$ cat config.mk
export PLATFORM = sky130hd
export DESIGN_NAME = cpe_front
export DESIGN_NICKNAME = d
export VERILOG_FILES = /design/src/hdl/cpe_pkg.sv /design/src/hdl/cpe_front.sv
export SDC_FILE = /design/constraint.sdc
export NUM_CORES = 1
export LEC_CHECK = 0
export BUFFER_PORTS_ARGS = -buffer_cell sky130_fd_sc_hd__buf_2
export CAP_MARGIN = 15
export CORE_AREA = 2 2 145 91
export CTS_BUF_LIST = sky130_fd_sc_hd__clkbuf_16
export DETAILED_ROUTE_END_ITERATION = 10
export DIE_AREA = 0 0 147 93
export PLACE_DENSITY_LB_ADDON = 0.2
export SLEW_MARGIN = 10
export SYNTH_ARGS = -nofsm -noshare
export SYNTH_HDL_FRONTEND = slang
export SYNTH_SLANG_ARGS = --single-unit
$ cat constraint.sdc
create_clock -name clk -period 4.3 [get_ports clk]
set_input_delay 0.86 -clock clk [delete_from_list [all_inputs] [get_ports clk]]
set_output_delay 0.86 -clock clk [all_outputs]
set_load 0.02 [all_outputs]
$ cat src/hdl/cpe_pkg.sv
// Shared types and constants of the checked postfix evaluator.
// No dependencies; used by every module of the block except cpe_ram.
`default_nettype none

package cpe_pkg;

    typedef enum logic [1:0] {
        MODE_PUSH = 2'd0,
        MODE_OP   = 2'd1,
        MODE_END  = 2'd2,
        MODE_NONE = 2'd3
    } mode_t;

    typedef enum logic [2:0] {
        OP_ADD  = 3'd0,
        OP_SUB  = 3'd1,
        OP_MUL  = 3'd2,
        OP_DIV  = 3'd3,
        OP_MOD  = 3'd4,
        OP_CAT  = 3'd5,
        OP_BAD6 = 3'd6,
        OP_BAD7 = 3'd7
    } op_t;

    typedef enum logic [2:0] {
        ST_OK      = 3'd0,
        ST_OVF     = 3'd1,
        ST_DIV0    = 3'd2,
        ST_BADOP   = 3'd3,
        ST_FEW     = 3'd4,
        ST_BADEXPR = 3'd5,
        ST_FULL    = 3'd6,
        ST_RSVD    = 3'd7
    } status_t;

    typedef enum logic [1:0] {
        K_PUSH  = 2'd0,
        K_OP    = 2'd1,
        K_END   = 2'd2,
        K_BADOP = 2'd3
    } kind_t;

    typedef struct packed {
        kind_t       kind;
        op_t         op;
        logic [63:0] number;
    } cmd_t;

    localparam logic [63:0] SIGN_MIN   = 64'h8000_0000_0000_0000;
    localparam logic [63:0] MAX_POS    = 64'h7FFF_FFFF_FFFF_FFFF;
    localparam logic [63:0] MINUS_ONE  = 64'hFFFF_FFFF_FFFF_FFFF;
    // Largest factor that may still be multiplied by ten without overflow.
    localparam logic [63:0] FAC_LIMIT  = 64'd922337203685477580;

endpackage

`default_nettype wire

$ cat src/hdl/cpe_front.sv
// Front end: accepts input beats, classifies them and queues commands.
// Depends on cpe_pkg.
`default_nettype none

module cpe_front (
    input  wire logic           clk,
    input  wire logic           rst_n,
    input  wire logic           in_valid,
    output logic                in_stall,
    input  wire logic [1:0]     mode,
    input  wire logic [2:0]     op_code,
    input  wire logic [63:0]    number,
    output logic                cmd_valid,
    output cpe_pkg::cmd_t       cmd,
    input  wire logic           cmd_pop
);

    cpe_pkg::cmd_t q_reg [2];
    logic          wr_ptr_reg, wr_ptr_next;
    logic          rd_ptr_reg, rd_ptr_next;
    logic [1:0]    cnt_reg, cnt_next;
    logic          push;
    cpe_pkg::cmd_t cls;

    always_comb
    begin
        cls.op     = cpe_pkg::op_t'(op_code);
        cls.number = number;
        unique case (cpe_pkg::mode_t'(mode))
            cpe_pkg::MODE_PUSH: cls.kind = cpe_pkg::K_PUSH;
            cpe_pkg::MODE_OP:
            begin
                if (op_code == cpe_pkg::OP_BAD6 || op_code == cpe_pkg::OP_BAD7)
                begin
                    cls.kind = cpe_pkg::K_BADOP;
                end
                else
                begin
                    cls.kind = cpe_pkg::K_OP;
                end
            end
            cpe_pkg::MODE_END:  cls.kind = cpe_pkg::K_END;
            default:            cls.kind = cpe_pkg::K_END;
        endcase
    end

    assign in_stall  = (cnt_reg == 2'd2);
    // A beat with the meaningless mode is taken and dropped here.
    assign push      = in_valid && !in_stall && (mode != cpe_pkg::MODE_NONE);
    assign cmd_valid = (cnt_reg != 2'd0);
    assign cmd       = q_reg[rd_ptr_reg];

    always_comb
    begin
        wr_ptr_next = wr_ptr_reg;
        rd_ptr_next = rd_ptr_reg;
        cnt_next    = cnt_reg;
        if (push)
        begin
            wr_ptr_next = !wr_ptr_reg;
        end
        if (cmd_pop)
        begin
            rd_ptr_next = !rd_ptr_reg;
        end
        if (push && !cmd_pop)
        begin
            cnt_next = cnt_reg + 2'd1;
        end
        else if (!push && cmd_pop)
        begin
            cnt_next = cnt_reg - 2'd1;
        end
    end

    always_ff @(posedge clk or negedge rst_n)
    begin
        if (!rst_n)
        begin
            wr_ptr_reg <= 1'b0;
            rd_ptr_reg <= 1'b0;
            cnt_reg    <= 2'd0;
        end
        else
        begin
            wr_ptr_reg <= wr_ptr_next;
            rd_ptr_reg <= rd_ptr_next;
            cnt_reg    <= cnt_next;
        end
    end

    always_ff @(posedge clk)
    begin
        if (push)
        begin
            q_reg[wr_ptr_reg] <= cls;
        end
    end

endmodule

`default_nettype wire

# [Word level (Yosys, flattened, before mapping)]
# Memories as Yosys holds them, arrays and structs flattened.
# Cells that the tools add are included.
[op_classes] eq_ne=5 addsub=2 reduce_logical=13 muxes=6
[ops] op="3-bit equality test (second input constant)" n=2
[ops] op="2-bit 2-to-1 mux" n=3
[ops] op="1-bit logical NOT" n=5
[ops] op="1-bit logical AND" n=4
[ops] op="2-bit case mux with 2 select lines" n=1
[ops] op="2-bit nonzero test" n=2
[ops] op="2-bit by 1-bit adder with 2-bit output (second input constant)" n=1
[ops] op="2-bit by 1-bit equality test with 1-bit output (second input constant)" n=1
[ops] op="2-bit equality test (second input constant)" n=1
[ops] op="2-bit logical NOT" n=1
[ops] op="1-bit 2-to-1 mux" n=2
[ops] op="2-bit inequality test (second input constant)" n=1
[ops] op="2-bit by 1-bit subtractor with 2-bit output (second input constant)" n=1
[ops] op="1-bit logical OR" n=1
[word_totals] in_bits=73 wordCells=30 output_inout_bits=71 ram_bits=138 mem_count=1 regBits=4
[memory_table] name="q_reg" words=2 word_bits=69 rd=1 rd_ports_with_merged_regs=0 wr=1 line_no="cpe_front.sv:18" source="cpe_pkg::cmd_t q_reg [2];"

# [Depth between registers and ports, before layout]
# Gate-level depths: netlist of the first run.
[logic_depth] depth_word=8 depth_mapped=7 ltp_nobuf=7

# [Worst setup path before layout of the first run]
# OpenSTA, ideal clock, no wires.
[synth_timing] kind="input to register" start="input port mode[0]" end="memory q_reg[0][0] (netlist bit), enable pin" slack_ps=-158 n_path_buf=0 t_arrival_ps=3962 path_stages=3 required_time_ps=3803 setup_ps=497 cell_sequence="nand2_1 > nand3b_1 > nor2_1"
[synth_via] elab_chain_len=4
[synth_lines] item="from (decl)" line_no="cpe_front.sv:10" source="input wire logic [1:0] mode,"
[synth_lines] item="2-bit inequality test" line_no="cpe_front.sv:49" source="assign push = in_valid && !in_stall && (mode != cpe_pkg::MODE_NONE);"
[synth_lines] item="1-bit logical AND" line_no="cpe_front.sv:49"
[synth_lines] item="1-bit 2-to-1 mux" line_no="cpe_front.sv:94" source="if (push)"
[synth_lines] item="1-bit 2-to-1 mux (not written as such)" line_no="cpe_front.sv:96" source="q_reg[wr_ptr_reg] <= cls;"
[synth_lines] item="to (decl)" line_no="cpe_front.sv:18"
# No other way between the ends.

==> flow_summary.yaml, run 1 <==
run_status:
  status: "finished, final reports clean"
sta:
  tightest_slew_ps: 827
  hold-worst-slack_ps: 249
  skew_ps: 5.15
  fmax_mhz: 332
  hold_violations: 0
  slew_headroom_pct: 44.7
  min_period_over_period_pct: 70.1
  tns_ps: 0
  setup_viol: 0
  drv_slew: 0
  setup_ws_ps: 1290
  post-route-min-period_ps: 3010
  rsz0062_at_grt: "false"
floorplan:
  fp.coreArea_um2: 12400
  die_h_um: 93
  rows: 32
  dieArea_um2: 13700
  start_util_pct: 44.7
  dieWidth_um: 147
  io_pins: 144
synth:
  synth_commonest_cells: "edfxtp_1, mux2_4, buf_12"
  synth_most_common_cell: "edfxtp_1"
  synth_top_area_share_pct: 74.6
  async_flop_share_pct: 2.82
  syn-cell-area_um2: 5550
  syn_inst: 237
  yosys_warnings: 0
  yosys_most_used_dff: "edfxtp_1"
  synth-seq-cells: 142
  yosysTopAreaCell: "edfxtp_1"
  syn_avg_cell_area_um2: 23.4
  synth_edf_count: 138
  seq_area_frac_synth_pct: 76.4
  synth.distinct_cells: 16
  synth_fp_nets: 311
  netlist_top_cells_area: "edfxtp_1, mux2_4, buf_12"
cells_and_area:
  nets: 470
  regArea_um2: 4250
  drive_gt1_share_pct: 62.0
  largest_register_ffs: 138
  fill_cells: 988
  areaGrowthSynthToFinish_pct: 26.9
  multi_input_area_um2: 1160
clock_tree:
  clkTransAtPathRegs_ps: 60
  cts_sinks: 142
  cts_hold_buf: 0
  clk_latency_ps: 400
  ctsResizeCount: 0
  ctsRootBufferMaster: "clkbuf_16"
  tritoncts: "yes"
  cts_buffer_depth: 2
  post_cts_buffers: 0
  cts_buffers: 17
  htree_num_levels: 4
routing:
  met3WireLength_mm: 1.03
  viasPerCell: 4.63
  wl_mm: 9.66
  wl_per_cell_um: 16.7
  drc_errors: 0
  vias: 2680
  ant_nets: 0
  dr.pass1.iters: 6
  wl_met2_mm: 4.14
  highest_layer: "met5"
  met1_length_mm: 4.36
  drt_iter0_drc: 133
grt:
  antenna_found_initial: 2
  grt_max_degree: 43
  grt_pass1_wl_mm: 14.6
  grt_pass1_vias: 2777
  grt-ovfl-total: 0
  grtUsageTotal_pct: 14.7
worst_setup_path:
  cp_data_arrival_time_ps: 2150
  cp_data_required_time_ps: 3440
  cp_max_fo: 42
  critical_path_class: "reg2out"
  cp-start-kind: "flop"
  end_kind: "output port"
placed_design:
  pre_cts_ws_ps: 1550
  port_buffers: 143
  gp_congestion: 0.694
  hpwl_mm: 6.31
min_path:
  holdCritPathClass: "in2async"
power_and_ir_drop:
  p_per_area_nw_per_um2: 715
  leakage_uw: 0.00284
  ir_drop_v: 0.000284
  power.total_uw: 5040
job:
  max_cap_violations: 0
[final cells by class]
class / count / share of cell area, %
inverter: 3 / 0.160
sequential: 142 / 60.3
multi-input combinational: 84 / 16.5
antenna: 1 / 0.0355
clock inverter: 14 / 2.75
clock buffer: 17 / 6.04
tap: 170 / 3.02
timing repair buffer: 148 / 11.2
[power breakdown]
part | total (uW) | switching [uW] | leakage (uW) | internal [uW]
Combinational | 1560 | 827 | 0.00123 | 729
Clock | 1520 | 547 | 0.000293 | 968
Sequential | 1960 | 147 | 0.00132 | 1820
Total | 5040 | 1520 | 0.00284 | 3510
[per-stage QoR]
stage          utilization [%]  cells  cell area [um2]
3_3_place_gp              51.7    547             6420
5_1_grt                   56.7    578             7040
6_report                  56.8    579             7040
3_5_place_dp              51.7    547             6420
4_1_cts                   56.7    578             7040
2_1_floorplan                -    237             5550
[per-layer routing]
layer | up-vias | global-route usage (%)
li1 | 1245 | -
met1 | 1313 | 18.7
met2 | 105 | 20.9
met3 | 15 | 8.39
met4 | 2 | 5.53
met5 | - | 0
[layout by cell type (no fill, tap or decap), drive strengths merged]
cell type and instances:
or2 1, inv 6, a31o 1, edfxtp 138, nor2b 2, mux2 69
nor2 3, clkinv 3, clkbuf 17, clkinvlp 4, xnor2 2, nand2 1
bufinv 4, diode 1, ha 1, buf 148, dfrtp 4, nand3b 1
xor2 3
[path summary, 6_finish.rpt]
| check | start | to | slack (ps) | cells after the start |
|---|---|---|---|---|
| setup / recovery | rd_ptr_reg | cmd[25] | 1290 | 3 |
| hold / removal | rst_n | rd_ptr_reg | 250 | 1 |
| setup reg to reg | cnt_reg[1] | q_reg[1][40] | 2030 | 4 |
| hold reg to reg | cnt_reg[1] | cnt_reg[1] | 490 | 1 |
| max in group asynchronous | rst_n | rd_ptr_reg | 3910 | 1 |
| min in group clk | cnt_reg[1] | cnt_reg[1] | 490 | 1 |
[worst max-delay path: stages, from the launching register on]
cell and delay (ps):
dfrtp_4 800, buf_12 370, mux2_4 340, buf_2 170
[kinds of logic (layout without fill, tap and decap cells)]
family / after synthesis / after routing / synth area share (%)
AOI/OAI and AO/OA: 1 / 1 / 0.158
other: 0 / 1 / 0
adders and majority gates: 1 / 1 / 0.225
xor gates and xnor gates: 5 / 5 / 0.789
and+or+nand+nor: 8 / 8 / 0.789
buffers and inverters: 11 / 182 / 2.93
muxes: 69 / 69 / 18.7
DFF: 142 / 142 / 76.4
Note: power is estimated with default switching activity, not from simulation.
==> run 2, diff against run 1 <==
==> constraint.sdc (replaced) <==
create_clock -name clk -period 2.4 [get_ports clk]
set_input_delay 0.48 -clock clk [delete_from_list [all_inputs] [get_ports clk]]
set_output_delay 0.48 -clock clk [all_outputs]
set_load 0.02 [all_outputs]
==> run 2 against run 1 <==
Sequential power up 77%; via count down 1.3%; first-iteration DRC count down 41%; hold slack better by 1.6 ps; utilization up 0.57 points; setup slack worse by 1200 ps; die area unchanged.
==> flow_summary.yaml, run 2 (same netlist as run 1, synthesis figures left out) <==
floorplan:
  dieWidth_um: 147
  fp.coreArea_um2: 12400
  start_util_pct: 44.7
  rows: 32
  dieArea_um2: 13700
  io_pins: 144
  die_h_um: 93
clock_tree:
  ctsRootBufferMaster: "clkbuf_16"
  htree_num_levels: 4
  cts_sinks: 142
  tritoncts: "yes"
  cts_buffers: 17
  cts_buffer_depth: 2
  clkTransAtPathRegs_ps: 60
  ctsResizeCount: 0
  clk_latency_ps: 410
sta:
  hold_violations: 0
  slew_headroom_pct: 72.7
  skew_ps: 9.58
  drv_slew: 0
  rsz0062_at_grt: "false"
  fmax_mhz: 438
  min_period_over_period_pct: 95.1
  tightest_slew_ps: 409
  tns_ps: 0
  setup_viol: 0
  setup_ws_ps: 117
  post-route-min-period_ps: 2280
routing:
  wl_per_cell_um: 16.1
  vias: 2646
  wl_mm: 9.35
  drt_iter0_drc: 78
  drc_errors: 0
  viasPerCell: 4.55
  dr.pass1.iters: 4
  ant_nets: 0
worst_setup_path:
  critical_path_class: "reg2out"
  cp_data_arrival_time_ps: 1800
  worst-path-buf-inv: 2
  cp_data_required_time_ps: 1920
  cp_top_family: "flip-flops"
  cp_max_fo: 18
  crit_slowest_cell: "dfrtp_4"
  worstReg2RegStart: "cnt_reg[1]"
  startpoint: "rd_ptr_reg"
  end_kind: "output port"
  critical-path-max-stage-delay_ps: 660
  path_depth: 3
  path_cells: "buf_4 > mux2_4 > buf_2"
  cp-start-kind: "flop"
  worst-r2r-cell-count: 4
cells_and_area:
  areaGrowthSynthToFinish_pct: 28.2
  layout_commonest_cell: "buf_2"
  largest_register_ffs: 138
  drive_gt1_share_pct: 62.0
  final_cell_mix: "buf_2, edfxtp_1, mux2_4"
  nets: 473
  final_core_util_pct: 57.3
  antenna_cells: 0
job:
  max_cap_violations: 0
power_and_ir_drop:
  combPwrFrac_pct: 31.7
  p_sw_share_pct: 29.7
  power_frac_seq_pct: 37.6
  clock_power_share_pct: 30.7
  leakage_uw: 0.00288
  ir_drop_v: 0.000697
  p_per_area_nw_per_um2: 1290
  p_sw_uw: 2730
  intPower_uw: 6470
grt:
  grtUsageTotal_pct: 14.2
  grt_pass1_vias: 2755
  grt_max_degree: 70
  grt-ovfl-total: 0
  grt_pass1_wl_mm: 14.1
  antenna_found_initial: 0
placed_design:
  gp_congestion: 0.689
  port_buffers: 143
  hpwl_mm: 6.01
  pre_cts_ws_ps: 515
min_path:
  holdCritPathClass: "in2reg"
  hold_path_depth: 1
  worstHoldStart: "number[48]"
run_status:
  status: "finished, final reports clean"
[run 2: changes by cell type in the layout (fill, tap and decap cells not counted)]
cell / before / now
diode_2: 1 / 0
clkinv_4: 2 / 3
buf_12: 3 / 5
dlygate4sd3_1: 0 / 1
clkinvlp_4: 4 / 2
bufinv_16: 4 / 5
[run 2: worst register-to-register path, delay by kind of cell (launching register included)]
kind,cells,cell delay (ps)
buf+inv,1,330
flops,1,390
simple gates,3,680
[run 2: area by class of cell]
class | instances | area (um2)
inverter | 3 | 11.3
timing repair buffer | 151 | 841
clock buffer | 17 | 425
clock inverter | 14 | 218
fill | 947 | 5300
multi-input combinational | 84 | 1160
tap | 170 | 213
sequential | 142 | 4250
[run 2: per-layer routing]
layer	global-route usage, %	routed length, um
met3	7.37	855
met1	17.9	4320
met4	5.37	133
met5	0	0
met2	20.9	4040
[run 2: power groups by stage]
stage                     combinational, uW  clock (uW)  sequential [uW]
final                                  2910        2820             3460
after detailed placement               2950           0             3520
after floorplan                        2380           0             3420
after global routing                   3090        2980             3510
after global placement                 2950           0             3500
after CTS                              2970        2870             3470
[run 2: final timing paths]
kind,end,slack [ps]
max reg2reg,q_reg[1][61],580
min in group asynchronous,cnt_reg[1],410
min reg2reg,cnt_reg[1],480
max,cmd[51],120
min,q_reg[0][48],250
max in group asynchronous,rd_ptr_reg,1850
[run 2: repair_timing]
action	in CTS	in global routing
endpoints found under the hold margin	4	0
hold buffers	1	0
setup buffers	0	0
[run 2: stage by stage]
step	hold WS, ps	instances	total power, uW	instance area (um2)
after floorplan	184	237	5790	5560
after global placement	291	549	6450	6460
after detailed placement	295	549	6480	6460
after CTS	232	581	9310	7120
after global routing	235	581	9580	7120
final	251	581	9200	7120
==> run 3, diff against run 2 <==
--- a/config.mk
+++ b/config.mk
@@ -5,12 +5,14 @@
 export SDC_FILE = /design/constraint.sdc
 export NUM_CORES = 1
 export LEC_CHECK = 0
+export ABC_AREA = 1
 export BUFFER_PORTS_ARGS = -buffer_cell sky130_fd_sc_hd__buf_2
 export CAP_MARGIN = 15
-export CORE_AREA = 2 2 145 91
+export CORE_AREA = 2 2 146 91
 export CTS_BUF_LIST = sky130_fd_sc_hd__clkbuf_16
 export DETAILED_ROUTE_END_ITERATION = 10
-export DIE_AREA = 0 0 147 93
+export DIE_AREA = 0 0 148 93
+export GPL_TIMING_DRIVEN = 0
 export PLACE_DENSITY_LB_ADDON = 0.2
 export SLEW_MARGIN = 10
 export SYNTH_ARGS = -nofsm -noshare
==> run 3 against run 2 <==
Non-clock buffer count up 5; clock skew rose by 2.1 ps; critical path depth up 1.
==> flow_summary.yaml, run 3 <==
run_status:
  status: "finished, final reports clean"
cells_and_area:
  areaGrowthSynthToFinish_pct: 29.5
  fill_cells: 1008
  final_core_util_pct: 57.8
  antenna_cells: 0
  stdcell_count: 598
  final_cell_mix: "buf_2, edfxtp_1, mux2_4"
  nets: 489
  largest_register_ffs: 138
  layout_commonest_cell: "buf_2"
  drive_gt1_share_pct: 59.8
sta:
  rsz0062_at_grt: "false"
  drv_slew: 0
  hold-worst-slack_ps: 258
  hold_violations: 0
  slew_headroom_pct: 49.7
  tightest_slew_ps: 753
  post-route-min-period_ps: 2070
  setup_ws_ps: 332
  min_period_over_period_pct: 86.2
  skew_ps: 11.6
  setup_viol: 0
  fmax_mhz: 483
synth:
  yosys_most_used_dff: "edfxtp_1"
  synth-seq-cells: 142
  syn_avg_cell_area_um2: 22.5
  synth_edf_count: 138
  syn-cell-area_um2: 5570
  async_flop_share_pct: 2.82
  yosysTopAreaCell: "edfxtp_1"
  synth_most_common_cell: "edfxtp_1"
  netlist_top_cells_area: "edfxtp_1, mux2_4, buf_12"
  synth_commonest_cells: "edfxtp_1, mux2_4, inv_1"
  synth_fp_nets: 322
  seq_area_frac_synth_pct: 76.2
  yosys_warnings: 0
  synth.distinct_cells: 14
  synth_top_area_share_pct: 74.4
  syn_inst: 248
power_and_ir_drop:
  power_frac_seq_pct: 36.5
  combPwrFrac_pct: 35.0
  p_sw_uw: 2770
  intPower_uw: 6390
  leakage_uw: 0.00296
  p_sw_share_pct: 30.3
  p_per_area_nw_per_um2: 1270
  clock_power_share_pct: 28.5
  ir_drop_v: 0.000583
clock_tree:
  cts_sinks: 142
  clk_latency_ps: 410
  clkTransAtPathRegs_ps: 60
  htree_num_levels: 4
  cts_buffers: 17
  ctsRootBufferMaster: "clkbuf_16"
  tritoncts: "yes"
  cts_buffer_depth: 2
  ctsResizeCount: 0
routing:
  drc_errors: 0
  wl_per_cell_um: 16.0
  wl_mm: 9.59
  drt_iter0_drc: 85
  dr.pass1.iters: 4
  ant_nets: 0
  viasPerCell: 4.62
  vias: 2765
grt:
  grt_use_met2_pct: 20.8
  grt_max_degree: 33
  grt_pass1_wl_mm: 14.3
  grtUsageTotal_pct: 14.2
  grt_busiest_layer: "met2"
  grt-ovfl-total: 0
  use_met3_pct: 6.44
  antenna_found_initial: 0
  grtUsageMet1_pct: 18.2
  grt_pass1_vias: 2717
job:
  max_cap_violations: 0
placed_design:
  hpwl_mm: 6.52
  port_buffers: 143
  gp_congestion: 0.690
  place_inst: 565
  pre_cts_ws_ps: 265
floorplan:
  dieWidth_um: 148
  io_pins: 144
  die_h_um: 93
  start_util_pct: 44.6
  dieArea_um2: 13800
  rows: 32
  fp.coreArea_um2: 12500
worst_setup_path:
  cp-start-kind: "flop"
  critical-path-max-stage-delay_ps: 340
  cp_data_arrival_time_ps: 1590
  cp_max_fo: 10
  cp_data_required_time_ps: 1920
  crit_slowest_cell: "dfrtp_1"
  end_kind: "output port"
  path_cells: "buf_6 > buf_12 > mux2_4 > buf_2"
  critical_path_class: "reg2out"
min_path:
  holdCritPathClass: "in2reg"
run 3: changes by cell type after synthesis, sizes merged, moves of 2 or more:
cell	change
inv	+7
nand2	+8
nand3	+2
nand4	+2
nor2b	-2
xor2	-2
run 3: through the flow:
| stage | total power, uW | cell area (um2) | TNS [ps] |
|---|---|---|---|
| 2_1_floorplan | 5760 | 5580 | 0 |
| 3_3_place_gp | 6550 | 6510 | -70920 |
| 3_5_place_dp | 6660 | 6610 | 0 |
| 4_1_cts | 9290 | 7220 | 0 |
| 5_1_grt | 9560 | 7220 | 0 |
| 6_report | 9170 | 7220 | 0 |
run 3: cell type report:
| cell class | instances | area, um2 | share of cell area [%] |
|---|---|---|---|
| flip-flops and latches | 142 | 4240 | 58.8 |
| multi-input cells | 88 | 1150 | 15.9 |
| clock inverters | 15 | 174 | 2.41 |
| plain buffers | 8 | 151 | 2.10 |
| inverters | 10 | 41.3 | 0.572 |
| clock buffers | 17 | 425 | 5.90 |
| repair buffers | 148 | 821 | 11.4 |
| well taps | 170 | 213 | 2.95 |
run 3: timing repair:
item,CTS,global route
buffers inserted,0,0
setup endpoints to repair,0,0
hold buffers,1,0
hold endpoints to repair,4,0
run 3: final timing paths:
kind                       startpoint      endpoint  slack (ps)  cells past startpoint
max                        rd_ptr_reg       cmd[40]         330                      4
min                        number[41]  q_reg[0][41]         260                      1
max reg2reg                cnt_reg[0]  q_reg[1][25]         460                      5
min reg2reg                cnt_reg[0]    cnt_reg[0]         500                      1
max in group asynchronous       rst_n    cnt_reg[1]        1870                      2
min in group asynchronous       rst_n    wr_ptr_reg         410                      2
run 3: metal layers:
| layer | share of wire, % | vias to the layer above |
|---|---|---|
| li1 | - | 1299 |
| met3 | 10 | 10 |
| met5 | 0 | - |
| met4 | 1.1 | 0 |
| met1 | 45 | 1341 |
| met2 | 44 | 115 |
run 3: logic make-up (layout without fill, tap and decap cells):
family / after synthesis / in the layout / share of synthesized area, %
compound gates: 1 / 1 / 0.157
xor+xnor: 2 / 2 / 0.314
fa+ha+maj: 1 / 1 / 0.225
buf+inv: 18 / 198 / 3.39
flops: 142 / 142 / 76.2
mux: 69 / 69 / 18.6
simple gates: 15 / 15 / 1.15
run 3: power groups by stage:
stage / registers, uW / logic, uW / clock network [uW]
after detailed placement: 3400 / 3250 / 0
after CTS: 3350 / 3270 / 2680
final: 3350 / 3210 / 2610
after global routing: 3380 / 3400 / 2770
after global placement: 3410 / 3150 / 0
after floorplan: 3380 / 2380 / 0
run 3: worst max-delay path: cells and delay by family (launching register included):
kind,cells,cell delay (ps)
flip-flops,1,340
buffers and inverters,3,520
multiplexers,1,310
