## src/hdl/cpe_pkg.sv

```systemverilog
// Shared types and constants of the checked postfix evaluator.
// No dependencies; used by every module of the block except cpe_ram.
`default_nettype none

package cpe_pkg;

    typedef enum logic [1:0] {
        MODE_PUSH = 2'd0,
        MODE_OP   = 2'd1,
        MODE_END  = 2'd2,
        MODE_NONE = 2'd3
    } mode_t;

    typedef enum logic [2:0] {
        OP_ADD  = 3'd0,
        OP_SUB  = 3'd1,
        OP_MUL  = 3'd2,
        OP_DIV  = 3'd3,
        OP_MOD  = 3'd4,
        OP_CAT  = 3'd5,
        OP_BAD6 = 3'd6,
        OP_BAD7 = 3'd7
    } op_t;

    typedef enum logic [2:0] {
        ST_OK      = 3'd0,
        ST_OVF     = 3'd1,
        ST_DIV0    = 3'd2,
        ST_BADOP   = 3'd3,
        ST_FEW     = 3'd4,
        ST_BADEXPR = 3'd5,
        ST_FULL    = 3'd6,
        ST_RSVD    = 3'd7
    } status_t;

    typedef enum logic [1:0] {
        K_PUSH  = 2'd0,
        K_OP    = 2'd1,
        K_END   = 2'd2,
        K_BADOP = 2'd3
    } kind_t;

    typedef struct packed {
        kind_t       kind;
        op_t         op;
        logic [63:0] number;
    } cmd_t;

    localparam logic [63:0] SIGN_MIN   = 64'h8000_0000_0000_0000;
    localparam logic [63:0] MAX_POS    = 64'h7FFF_FFFF_FFFF_FFFF;
    localparam logic [63:0] MINUS_ONE  = 64'hFFFF_FFFF_FFFF_FFFF;
    // Largest factor that may still be multiplied by ten without overflow.
    localparam logic [63:0] FAC_LIMIT  = 64'd922337203685477580;

endpackage

`default_nettype wire

```

## src/hdl/cpe_ram.sv

```systemverilog
// Generic single-write, single-read RAM with registered read data.
// No dependencies.
`default_nettype none

module cpe_ram #(
    parameter int WIDTH = 64,
    parameter int DEPTH = 32
) (
    input  wire logic                     clk,
    input  wire logic                     we,
    input  wire logic [$clog2(DEPTH)-1:0] waddr,
    input  wire logic [WIDTH-1:0]         wdata,
    input  wire logic [$clog2(DEPTH)-1:0] raddr,
    output logic      [WIDTH-1:0]         rdata
);

    logic [WIDTH-1:0] mem [DEPTH];

    always_ff @(posedge clk)
    begin
        if (we)
        begin
            mem[waddr] <= wdata;
        end
        rdata <= mem[raddr];
    end

endmodule

`default_nettype wire

```

## src/hdl/cpe_back.sv

```systemverilog
// Back end: operand stack, checked arithmetic sequencer and result register.
// Depends on cpe_pkg and cpe_ram.
`default_nettype none

module cpe_back #(
    parameter int STACK_DEPTH = 32
) (
    input  wire logic           clk,
    input  wire logic           rst_n,
    input  wire logic           cmd_valid,
    input  wire cpe_pkg::cmd_t  cmd,
    output logic                cmd_pop,
    output logic                out_valid,
    input  wire logic           out_stall,
    output logic [63:0]         value,
    output logic [2:0]          status
);

    localparam int CW = $clog2(STACK_DEPTH + 1);
    localparam int AW = $clog2(STACK_DEPTH);

    typedef enum logic [7:0] {
        S_IDLE   = 8'b0000_0001,
        S_LOAD   = 8'b0000_0010,
        S_MUL    = 8'b0000_0100,
        S_MULEND = 8'b0000_1000,
        S_DIV    = 8'b0001_0000,
        S_DIVEND = 8'b0010_0000,
        S_DIGIT  = 8'b0100_0000,
        S_CATADD = 8'b1000_0000
    } state_t;

    state_t           state_reg, state_next;
    logic [CW-1:0]    count_reg, count_next;
    logic             disc_reg, disc_next;
    logic [63:0]      top_reg, top_next;
    logic [63:0]      left_reg, left_next;
    cpe_pkg::op_t     op_reg, op_next;
    logic [65:0]      acc_reg, acc_next;
    logic [63:0]      ma_reg, ma_next;
    logic [63:0]      mb_reg, mb_next;
    logic             neg_reg, neg_next;
    logic             ovf_reg, ovf_next;
    logic             cat_reg, cat_next;
    logic [5:0]       step_reg, step_next;
    logic [63:0]      rem_reg, rem_next;
    logic [63:0]      dvd_reg, dvd_next;
    logic [63:0]      dvs_reg, dvs_next;
    logic [63:0]      fac_reg, fac_next;
    logic             out_valid_reg, out_valid_next;
    logic [63:0]      value_reg, value_next;
    cpe_pkg::status_t status_reg, status_next;

    logic             ram_we;
    logic [AW-1:0]    ram_waddr;
    logic [AW-1:0]    ram_raddr;
    logic [63:0]      ram_rdata;

    logic [63:0]      left_in, mag_l, mag_r;
    logic [63:0]      add_s, sub_s, cat_s;
    logic             add_ovf, sub_ovf, cat_ovf;
    logic [65:0]      mul_sum, mul_limit;
    logic [64:0]      div_r, div_d;
    logic [63:0]      prod, quot, modr;
    logic             fail_en, finish_en;
    cpe_pkg::status_t fail_st;
    logic [63:0]      finish_val;

    cpe_ram #(
        .WIDTH (64),
        .DEPTH (STACK_DEPTH)
    ) u_stack (
        .clk   (clk),
        .we    (ram_we),
        .waddr (ram_waddr),
        .wdata (top_reg),
        .raddr (ram_raddr),
        .rdata (ram_rdata)
    );

    // The top of stack lives in top_reg; the RAM holds the entries below it.
    assign left_in = (state_reg == S_LOAD) ? ram_rdata : left_reg;
    assign mag_l   = left_in[63] ? (64'd0 - left_in) : left_in;
    assign mag_r   = top_reg[63] ? (64'd0 - top_reg) : top_reg;

    assign add_s   = left_in + top_reg;
    assign add_ovf = (left_in[63] == top_reg[63]) && (add_s[63] != left_in[63]);
    assign sub_s   = left_in - top_reg;
    assign sub_ovf = (left_in[63] != top_reg[63]) && (sub_s[63] != left_in[63]);
    assign cat_s   = left_reg + mag_r;
    assign cat_ovf = (left_reg[63] == mag_r[63]) && (cat_s[63] != left_reg[63]);

    assign mul_sum   = {acc_reg[64:0], 1'b0} + (mb_reg[63] ? {2'b00, ma_reg} : 66'd0);
    assign mul_limit = neg_reg ? {2'b00, cpe_pkg::SIGN_MIN} : {2'b00, cpe_pkg::MAX_POS};
    assign prod      = neg_reg ? (64'd0 - acc_reg[63:0]) : acc_reg[63:0];

    assign div_r = {rem_reg, dvd_reg[63]};
    assign div_d = div_r - {1'b0, dvs_reg};
    assign quot  = neg_reg ? (64'd0 - dvd_reg) : dvd_reg;
    assign modr  = (left_reg[63] && (rem_reg != 64'd0)) ? (dvs_reg - rem_reg) : rem_reg;

    assign ram_waddr = AW'(count_reg - CW'(1));
    assign ram_raddr = AW'(count_reg - CW'(2));

    always_comb
    begin
        state_next     = state_reg;
        count_next     = count_reg;
        disc_next      = disc_reg;
        top_next       = top_reg;
        left_next      = left_reg;
        op_next        = op_reg;
        acc_next       = acc_reg;
        ma_next        = ma_reg;
        mb_next        = mb_reg;
        neg_next       = neg_reg;
        ovf_next       = ovf_reg;
        cat_next       = cat_reg;
        step_next      = step_reg;
        rem_next       = rem_reg;
        dvd_next       = dvd_reg;
        dvs_next       = dvs_reg;
        fac_next       = fac_reg;
        out_valid_next = out_valid_reg && out_stall;
        value_next     = value_reg;
        status_next    = status_reg;
        ram_we         = 1'b0;
        cmd_pop        = 1'b0;
        fail_en        = 1'b0;
        fail_st        = cpe_pkg::ST_OK;
        finish_en      = 1'b0;
        finish_val     = 64'd0;

        unique case (state_reg)
            S_IDLE:
            begin
                if (cmd_valid && !out_valid_reg)
                begin
                    cmd_pop = 1'b1;
                    if (cmd.kind == cpe_pkg::K_END)
                    begin
                        count_next = '0;
                        disc_next  = 1'b0;
                        if (!disc_reg)
                        begin
                            out_valid_next = 1'b1;
                            if (count_reg == CW'(1))
                            begin
                                value_next  = top_reg;
                                status_next = cpe_pkg::ST_OK;
                            end
                            else
                            begin
                                value_next  = 64'd0;
                                status_next = cpe_pkg::ST_BADEXPR;
                            end
                        end
                    end
                    else if (!disc_reg)
                    begin
                        unique case (cmd.kind)
                            cpe_pkg::K_PUSH:
                            begin
                                if (count_reg >= CW'(STACK_DEPTH))
                                begin
                                    fail_en = 1'b1;
                                    fail_st = cpe_pkg::ST_FULL;
                                end
                                else
                                begin
                                    ram_we     = (count_reg != '0);
                                    top_next   = cmd.number;
                                    count_next = count_reg + CW'(1);
                                end
                            end
                            cpe_pkg::K_BADOP:
                            begin
                                fail_en = 1'b1;
                                fail_st = cpe_pkg::ST_BADOP;
                            end
                            default:
                            begin
                                if (count_reg < CW'(2))
                                begin
                                    fail_en = 1'b1;
                                    fail_st = cpe_pkg::ST_FEW;
                                end
                                else
                                begin
                                    op_next    = cmd.op;
                                    state_next = S_LOAD;
                                end
                            end
                        endcase
                    end
                end
            end

            S_LOAD:
            begin
                left_next = ram_rdata;
                neg_next  = ram_rdata[63] ^ top_reg[63];
                step_next = 6'd0;
                unique case (op_reg)
                    cpe_pkg::OP_ADD:
                    begin
                        fail_en    = add_ovf;
                        fail_st    = cpe_pkg::ST_OVF;
                        finish_en  = !add_ovf;
                        finish_val = add_s;
                    end
                    cpe_pkg::OP_SUB:
                    begin
                        fail_en    = sub_ovf;
                        fail_st    = cpe_pkg::ST_OVF;
                        finish_en  = !sub_ovf;
                        finish_val = sub_s;
                    end
                    cpe_pkg::OP_MUL:
                    begin
                        ma_next    = mag_l;
                        mb_next    = mag_r;
                        acc_next   = 66'd0;
                        ovf_next   = 1'b0;
                        cat_next   = 1'b0;
                        state_next = S_MUL;
                    end
                    cpe_pkg::OP_DIV, cpe_pkg::OP_MOD:
                    begin
                        if (top_reg == 64'd0)
                        begin
                            fail_en = 1'b1;
                            fail_st = cpe_pkg::ST_DIV0;
                        end
                        else if (op_reg == cpe_pkg::OP_DIV && ram_rdata == cpe_pkg::SIGN_MIN
                                 && top_reg == cpe_pkg::MINUS_ONE)
                        begin
                            fail_en = 1'b1;
                            fail_st = cpe_pkg::ST_OVF;
                        end
                        else
                        begin
                            rem_next   = 64'd0;
                            dvd_next   = mag_l;
                            dvs_next   = mag_r;
                            state_next = S_DIV;
                        end
                    end
                    default:
                    begin
                        if (top_reg == cpe_pkg::SIGN_MIN)
                        begin
                            fail_en = 1'b1;
                            fail_st = cpe_pkg::ST_OVF;
                        end
                        else
                        begin
                            fac_next   = 64'd1;
                            state_next = S_DIGIT;
                        end
                    end
                endcase
            end

            S_DIGIT:
            begin
                // The factor grows to the first power of ten above |right|.
                if (fac_reg <= mag_r)
                begin
                    if (fac_reg > cpe_pkg::FAC_LIMIT)
                    begin
                        fail_en = 1'b1;
                        fail_st = cpe_pkg::ST_OVF;
                    end
                    else
                    begin
                        fac_next = {fac_reg[60:0], 3'b000} + {fac_reg[62:0], 1'b0};
                    end
                end
                else
                begin
                    ma_next    = mag_l;
                    mb_next    = fac_reg;
                    neg_next   = left_reg[63];
                    acc_next   = 66'd0;
                    ovf_next   = 1'b0;
                    cat_next   = 1'b1;
                    step_next  = 6'd0;
                    state_next = S_MUL;
                end
            end

            S_MUL:
            begin
                // One multiplier bit per cycle, MSB first; overflow is sticky.
                mb_next   = {mb_reg[62:0], 1'b0};
                step_next = step_reg + 6'd1;
                if (!ovf_reg)
                begin
                    if (mul_sum > mul_limit)
                    begin
                        ovf_next = 1'b1;
                    end
                    else
                    begin
                        acc_next = mul_sum;
                    end
                end
                if (step_reg == 6'd63)
                begin
                    state_next = S_MULEND;
                end
            end

            S_MULEND:
            begin
                if (ovf_reg)
                begin
                    fail_en = 1'b1;
                    fail_st = cpe_pkg::ST_OVF;
                end
                else if (cat_reg)
                begin
                    left_next  = prod;
                    state_next = S_CATADD;
                end
                else
                begin
                    finish_en  = 1'b1;
                    finish_val = prod;
                end
            end

            S_CATADD:
            begin
                fail_en    = cat_ovf;
                fail_st    = cpe_pkg::ST_OVF;
                finish_en  = !cat_ovf;
                finish_val = cat_s;
            end

            S_DIV:
            begin
                // Restoring division, one quotient bit per cycle.
                step_next = step_reg + 6'd1;
                if (!div_d[64])
                begin
                    rem_next = div_d[63:0];
                    dvd_next = {dvd_reg[62:0], 1'b1};
                end
                else
                begin
                    rem_next = div_r[63:0];
                    dvd_next = {dvd_reg[62:0], 1'b0};
                end
                if (step_reg == 6'd63)
                begin
                    state_next = S_DIVEND;
                end
            end

            S_DIVEND:
            begin
                finish_en  = 1'b1;
                finish_val = (op_reg == cpe_pkg::OP_DIV) ? quot : modr;
            end

            default:
            begin
                state_next = S_IDLE;
            end
        endcase

        if (fail_en)
        begin
            out_valid_next = 1'b1;
            value_next     = 64'd0;
            status_next    = fail_st;
            count_next     = '0;
            disc_next      = 1'b1;
            state_next     = S_IDLE;
        end
        else if (finish_en)
        begin
            top_next   = finish_val;
            count_next = count_reg - CW'(1);
            state_next = S_IDLE;
        end
    end

    always_ff @(posedge clk or negedge rst_n)
    begin
        if (!rst_n)
        begin
            state_reg     <= S_IDLE;
            count_reg     <= '0;
            disc_reg      <= 1'b0;
            out_valid_reg <= 1'b0;
        end
        else
        begin
            state_reg     <= state_next;
            count_reg     <= count_next;
            disc_reg      <= disc_next;
            out_valid_reg <= out_valid_next;
        end
    end

    always_ff @(posedge clk)
    begin
        top_reg    <= top_next;
        left_reg   <= left_next;
        op_reg     <= op_next;
        acc_reg    <= acc_next;
        ma_reg     <= ma_next;
        mb_reg     <= mb_next;
        neg_reg    <= neg_next;
        ovf_reg    <= ovf_next;
        cat_reg    <= cat_next;
        step_reg   <= step_next;
        rem_reg    <= rem_next;
        dvd_reg    <= dvd_next;
        dvs_reg    <= dvs_next;
        fac_reg    <= fac_next;
        value_reg  <= value_next;
        status_reg <= status_next;
    end

    assign out_valid = out_valid_reg;
    assign value     = value_reg;
    assign status    = status_reg;

endmodule

`default_nettype wire

```

## config.mk

```make
export PLATFORM = sky130hd
export DESIGN_NAME = cpe_back
export DESIGN_NICKNAME = d
export VERILOG_FILES = /design/src/hdl/cpe_pkg.sv /design/src/hdl/cpe_ram.sv /design/src/hdl/cpe_back.sv
export SDC_FILE = /design/constraint.sdc
export NUM_CORES = 2
export LEC_CHECK = 0
export BUFFER_PORTS_ARGS = -buffer_cell sky130_fd_sc_hd__buf_2
export CAP_MARGIN = 20
export CORE_UTILIZATION = 40
export CTS_CLUSTER_SIZE = 8
export DETAILED_ROUTE_END_ITERATION = 10
export REMOVE_ABC_BUFFERS = 1
export SETUP_SLACK_MARGIN = 0.02
export SLEW_MARGIN = 20
export SYNTH_ARGS = -nofsm -noshare
export SYNTH_HDL_FRONTEND = slang
export SYNTH_SLANG_ARGS = --single-unit
```

## constraint.sdc

```tcl
create_clock -name clk -period 12 [get_ports clk]
set_input_delay 1.8 -clock clk [delete_from_list [all_inputs] [get_ports clk]]
set_output_delay 1.8 -clock clk [all_outputs]
set_load 0.03 [all_outputs]
```

Word level (Yosys, flattened, before mapping):

Memories as Yosys holds them, arrays and structs flattened. A register that Yosys moved wholly into a read port is not among the register bits.
Index checks and enable logic that the tools add are counted.

* muxes and demuxes: 144
* eq/ne operators: 56
* shift operators: 0
* $add $sub $neg: 15
* magnitude comparators: 5
* bitwise operators: 7
* multipliers: 0
* reduce and logical (&&, ||, !) cells: 49
* divide/modulo/power cells: 0

Operators by type and width (count)
* 64-bit two-way mux: 37
* 64-bit case mux with 2 select lines: 6
* 65-bit two-way mux: 4
* 64-bit case mux with 4 select lines: 1
* 1-bit by 64-bit subtractor with 64-bit output (first input constant): 4
* 65-bit case mux with 3 select lines: 1
* 64-bit adder: 3
* 64-bit equality test (second input constant): 3
* 64-bit case mux with 3 select lines: 1
* 64-bit subtractor: 2
* 8-bit two-way mux: 15
* 66-bit by 64-bit adder with 66-bit output: 1
* 66-bit by 64-bit greater-than comparator with 1-bit output: 1
* 65-bit by 64-bit subtractor with 65-bit output: 1
* 64-bit by 60-bit greater-than comparator with 1-bit output (second input constant): 1
* 64-bit <= comparator: 1
* 64-bit logical NOT: 1
* 64-bit nonzero test: 1
* 8-bit case mux with 7 select lines: 1
* 6-bit two-way mux: 9
* 4-bit != test (second input constant): 12
* 1-bit two-way mux: 44
* 3-bit two-way mux: 11
* 8-bit case mux with 3 select lines: 1
* 54 further kinds: 114

* logic and storage cells: 297
* output and inout port bits: 69
* bits in latches: 0
* ROM bits: 0
* memory bits (writable): 2048
* memories: 1
* register bits: 672
* input bits: 73

Memory list
* u_stack.mem: depth 32, width 64, read ports 1, clocked after memory_dff 1, wr ports 1, RTL line cpe_ram.sv:17 `logic [WIDTH-1:0] mem [DEPTH];`

Longest topological paths before layout:

* depth in word-level cells: 10
* depth in mapped cells: 29
* mapped depth without buffers: 28

Hierarchy:

Synthesis repeated with hierarchy kept, for this count alone.

* cell total of the unflattened synthesis: 11162
* area total of the unflattened synthesis: 144984.1 um^2

Modules (own cells, without submodules)
* cpe_ram: seq. area each 62780.2 um^2, times used 1, area an instance 78947.0 um^2, cells each 3109
* cpe_back: seq. area each 18819.3 um^2, times used 1, area an instance 66037.1 um^2, cells each 8053

Worst setup path before layout:

Ideal clock, no wire load.

* kind: flip-flop to flip-flop
* start point: register state_reg[5]
* end point: register dvd_reg[0], enable pin
* clock period less this slack: 12.417 ns
* path slack: -0.417 ns
* library setup time: 0.792 ns
* arrival: 11.625 ns
* stages on the path, launching flop included: 11
* data required time: 11.208 ns
* buffers on the path: 6
* path through: dfrtp_1 -> clkbuf_1 -> or4b_1 -> nor2_1 -> buf_2 -> buf_1 -> clkbuf_1 -> clkbuf_1 -> buf_1 -> nand2_1 -> o21ai_0

* word-level cells in the longest chain between the ends: 3
* elaborated cells on any way between the ends: 7
* those cells by class: 5 x eq/ne; 2 x reduce/logical

Ends and longest elaborated chain
* from (decl): RTL line cpe_back.sv:33 `state_t state_reg, state_next;`
* from (signal assigned): RTL line cpe_back.sv:402 `state_reg <= state_next;`
* 8-bit by 2-bit equality test with 1-bit output or 8-bit by 5-bit equality test with 1-bit output (tied branches): RTL line cpe_back.sv:134 `unique case (state_reg)`
* 2-bit by 1-bit != test with 1-bit output (no source line), or another cell as far along
* 4-bit AND reduction (no source line) *
* to (signal assigned): RTL line cpe_back.sv:422 `dvd_reg <= dvd_next;`
* to (decl): RTL line cpe_back.sv:47 `logic [63:0] dvd_reg, dvd_next;`

Every way passes the cells marked *; elsewhere a longest branch is shown, timed or not.
A chain may end at the register's enable or synchronous reset.

Final worst setup path:

* start point: register top_reg[0]
* end point: register status_reg[1], in the netlist status[1], enable pin

* word-level cells in the longest chain between the ends: 8
* elaborated cells on any way between the ends: 28
* those cells by class: 4 x add/sub; 1 x order compare; 7 x eq/ne; 7 x mux; 9 x reduce/logical

Ends and longest elaborated chain
* from (decl): RTL line cpe_back.sv:36 `logic [63:0] top_reg, top_next;`
* from (signal assigned): RTL line cpe_back.sv:411 `top_reg <= top_next;`
* 1-bit by 64-bit subtractor with 64-bit output *: RTL line cpe_back.sv:84 `assign mag_r = top_reg[63] ? (64'd0 - top_reg) : top_reg;`
* 64-bit two-way mux *: RTL line cpe_back.sv:84
* named net mag_r[42]: RTL line cpe_back.sv:59 `logic [63:0] left_in, mag_l, mag_r;`
* 64-bit adder: RTL line cpe_back.sv:90 `assign cat_s = left_reg + mag_r;`
* 1-bit != test: RTL line cpe_back.sv:91 `assign cat_ovf = (left_reg[63] == mag_r[63]) && (cat_s[63] != left_reg[63]);`
* 1-bit logical AND: RTL line cpe_back.sv:91
* 1-bit case mux with 5 select lines *: RTL line cpe_back.sv:134
* 2-bit by 1-bit != test with 1-bit output (no source line) or 2-bit nonzero test (tied branches)
* 4-bit AND reduction (no source line) *
* to (signal assigned): RTL line cpe_back.sv:426 `status_reg <= status_next;`
* to (decl): RTL line cpe_back.sv:52 `cpe_pkg::status_t status_reg, status_next;`

The timed path passes the listed nets; every way through them passes the cells marked *.

==> results.toml <==
[worst_setup_path]
path_class = "flip-flop to flip-flop"
path_delay_family = "simple AND/OR/NAND/NOR gates"
critPathBufInv = 2
critPathMostFrequentCell = "nand2_1"
critPathRequiredTime_ps = 12610
path_cells = "inv_1, ha_1, nand2b_1, or4_1, or3_1, nor3_1, nand2_1, o31ai_2, o21ai_0, xnor2_1, inv_1, ha_1, nand2_1, or3_1, nor4_1, a21boi_1, o31ai_1, nor3_1, a21oi_1, nor2_1, a2111oi_2, nand2_1"
critPathSlowestCell = "a21oi_1"
cp-start-kind = "flip-flop"
arrival_ps = 10160
crit_fanout = 41
critical_path.max_stage_delay_ps = 920
cp-end-kind = "flip-flop"

[sta]
fin_crit_sh_pct = 79.5
worstMarginPinSlew_ps = 1410
slew_viol_final = 0
setup_tns_ps = 0
max_freq_mhz = 105
min_period_ps = 9540
setup_viol = 0
rsz0062_at_grt = "false"
fin_skew_ps = 71.3
hold_violations = 0
slew_headroom_pct = 5.18

[floorplan]
dieArea_um2 = 363000
fp.dieH_um = 602
num_io_pins = 142
die_x_um = 602
rows = 220
core_um2 = 359000
start_util_pct = 40.2

[power]
p_clk_share_pct = 29.8
p_leak_nw = 55.5
switching_share_pct = 36.1
cellPowerDensity_nw_per_um2 = 216
peakVddDrop_v = 0.000188
p_seq_share_pct = 36.7
p_total_mw = 35.1
p_comb_share_pct = 33.5
netSwitchingPower_mw = 12.7
p_int_mw = 22.4

[clock_tree]
cts_buffers = 392
cts_tree = "built"
cts_buffer_depth = 4
cts_setup_buffers = 0
clkTransAtPathRegs_ps = 60
holdBufCountCts = 0
clk_latency_ps = 970
cts.htree.levels = 5
cts_root_buffer = "clkbuf_16"
cts_sinks = 2784
cts_resized = 0

[logic_synthesis]
syn_avg_cell_area_um2 = 12.9
syn_inst = 11100
synth_cell_type_count = 107
synth-main-ff-cell = "edfxtp_1"
seq_area_frac_synth_pct = 56.6
synth_edf_count = 2576
synth_warnings = 0
syn-cell-area_um2 = 144000
ys_seq_elements = 2784
postSynth.asyncResetShare_pct = 0.575

[worst_hold_path]
hold_class = "flip-flop to flip-flop"

[drt]
ant_nets = 0
routedWlPerCell_um = 32.8
drt-initial-drc-count = 13200
routed_wl_um = 539000
dr_total_vias = 102000
viasPerCell = 6.18
drc = 0
dr.pass1.iters = 8

[global_route]
antenna_found_initial = 35
overflow = 0
grt_max_degree = 141
grt_first_pass_wirelength_um = 749000
grtUsageTotal_pct = 29.0
first_global_vias = 99900

[final_layout]
finalNonFillerCells = 16400
final_common_cell = "edfxtp_1"
area_growth_pct = 12.9
nets = 12000
ff_latch_area_um2 = 81600
fin_util_pct = 45.3
fillCellCount = 31800
multiInputGateArea_um2 = 59000
largest_reg_flops = 2048
layout_common_cells = "2576 x edfxtp_1, 984 x nand2_1, 691 x a21oi_1"
drive_gt1_share_pct = 14.8

[place]
dp.cells = 15700
io_buffers = 141
dp_hpwl_um = 372000
gp_congestion = 1.02

[job]
maxCapViolCount = 0

[outcome]
status = "finished clean"
[layout make-up]
| cell class | instances | area share (%) |
|---|---|---|
| Timing Repair Buffer | 394 | 1.70 |
| Clock inverter | 39 | 0.401 |
| Inverter | 477 | 1.10 |
| Antenna cell | 9 | 0.0138 |
| Clock buffer | 641 | 6.64 |
| Multi-Input combinational cell | 7321 | 36.3 |
| Tap cell | 4773 | 3.67 |
| Sequential cell | 2784 | 50.2 |
[worst reg2reg max path: stages, from the launching register on]
cell and delay, ps:
dfxtp_2 560, inv_1 270, ha_1 220, nand2b_1 100
or4_1 550, or3_1 530, nor3_1 760, nand2_1 240
o31ai_2 650, o21ai_0 240, xnor2_1 370, inv_1 110
ha_1 410, nand2_1 140, or3_1 430, nor4_1 540
a21boi_1 240, o31ai_1 490, nor3_1 90, a21oi_1 920
nor2_1 220, a2111oi_2 910, nand2_1 250
[per-stage QoR]
step | worst slack [ps] | hold WS (ps) | cell area (um2)
floorplan | -13620 | 495 | 142000
global placement | 2390 | 436 | 151000
detailed placement | 2560 | 443 | 151000
CTS | 2550 | 450 | 163000
global route | 2120 | 467 | 163000
finish | 2460 | 447 | 163000
[cell families after synthesis]
family,count (synthesis),synth area share (%)
DFF,2784,56.6
AOI/OAI and AO/OA,2515,11.1
muxes,829,11.4
adders and majority gates,591,5.17
xor gates and xnor gates,591,3.60
buffers and inverters,1037,2.75
and+or+nand+nor,2795,9.31
[path summary, 6_finish.rpt]
| check | endpoint | slack (ps) | cells past startpoint | startpoint |
|---|---|---|---|---|
| min in group asynchronous | state_reg[3] | 830 | 1 | rst_n |
| min | value[26] | 450 | 2 | value[26] |
| max | status[1] | 2460 | 22 | top_reg[0] |
| max reg2reg | status[1] | 2460 | 22 | top_reg[0] |
| min reg2reg | value[26] | 450 | 2 | value[26] |
| max in group asynchronous | count_reg[0] | 10800 | 1 | rst_n |
[power groups by stage]
stage               clock network (mW)  logic [mW]  registers (mW)
finish                            10.5        11.7            12.9
global route                      11.0        12.5            12.9
detailed placement                   0        11.5            13.0
CTS                               10.6        11.5            12.8
global placement                     0        11.4            13.0
floorplan                            0        7.50            13.6
[cell usage after synthesis (23+ instances only)]
cell type / number / area, um2
xor2_1: 226 / 1980
or3_1: 70 / 438
a2111oi_0: 36 / 315
clkbuf_1: 442 / 1660
xnor2_1: 364 / 3190
o31ai_1: 105 / 788
nand3_1: 181 / 906
nor2b_1: 73 / 457
inv_1: 475 / 1780
dfxtp_1: 192 / 3840
nand4_1: 134 / 838
and3_1: 67 / 419
buf_1: 77 / 289
a21o_1: 223 / 1670
mux4_2: 640 / 14400
edfxtp_1: 2576 / 77400
a21oi_1: 693 / 3470
a211oi_1: 90 / 676
o22ai_1: 65 / 407
o21a_1: 54 / 405
nor3_1: 162 / 811
nand2_1: 986 / 3700
mux2i_1: 117 / 1170
a221oi_1: 35 / 307
buf_2: 34 / 170
a31oi_1: 120 / 751
ha_1: 584 / 7310
nor4_1: 96 / 601
a22oi_1: 67 / 503
o31a_1: 23 / 201
o221ai_1: 26 / 228
o41ai_1: 40 / 350
or2_2: 35 / 219
and2_1: 159 / 995
mux2_2: 71 / 800
o21bai_1: 107 / 803
or4_1: 45 / 338
nor2_1: 607 / 2280
nand2b_1: 85 / 532
o211ai_1: 76 / 571
o21ai_0: 549 / 2750
[layer usage]
layer	track usage, %	routed length, um	vias up
met5	0	34	-
met3	4.00	40800	937
li1	-	-	43600
met1	38.2	215000	52200
met2	47.0	252000	4873
met4	14.6	31500	6
(Power assumes the default switching activity.)
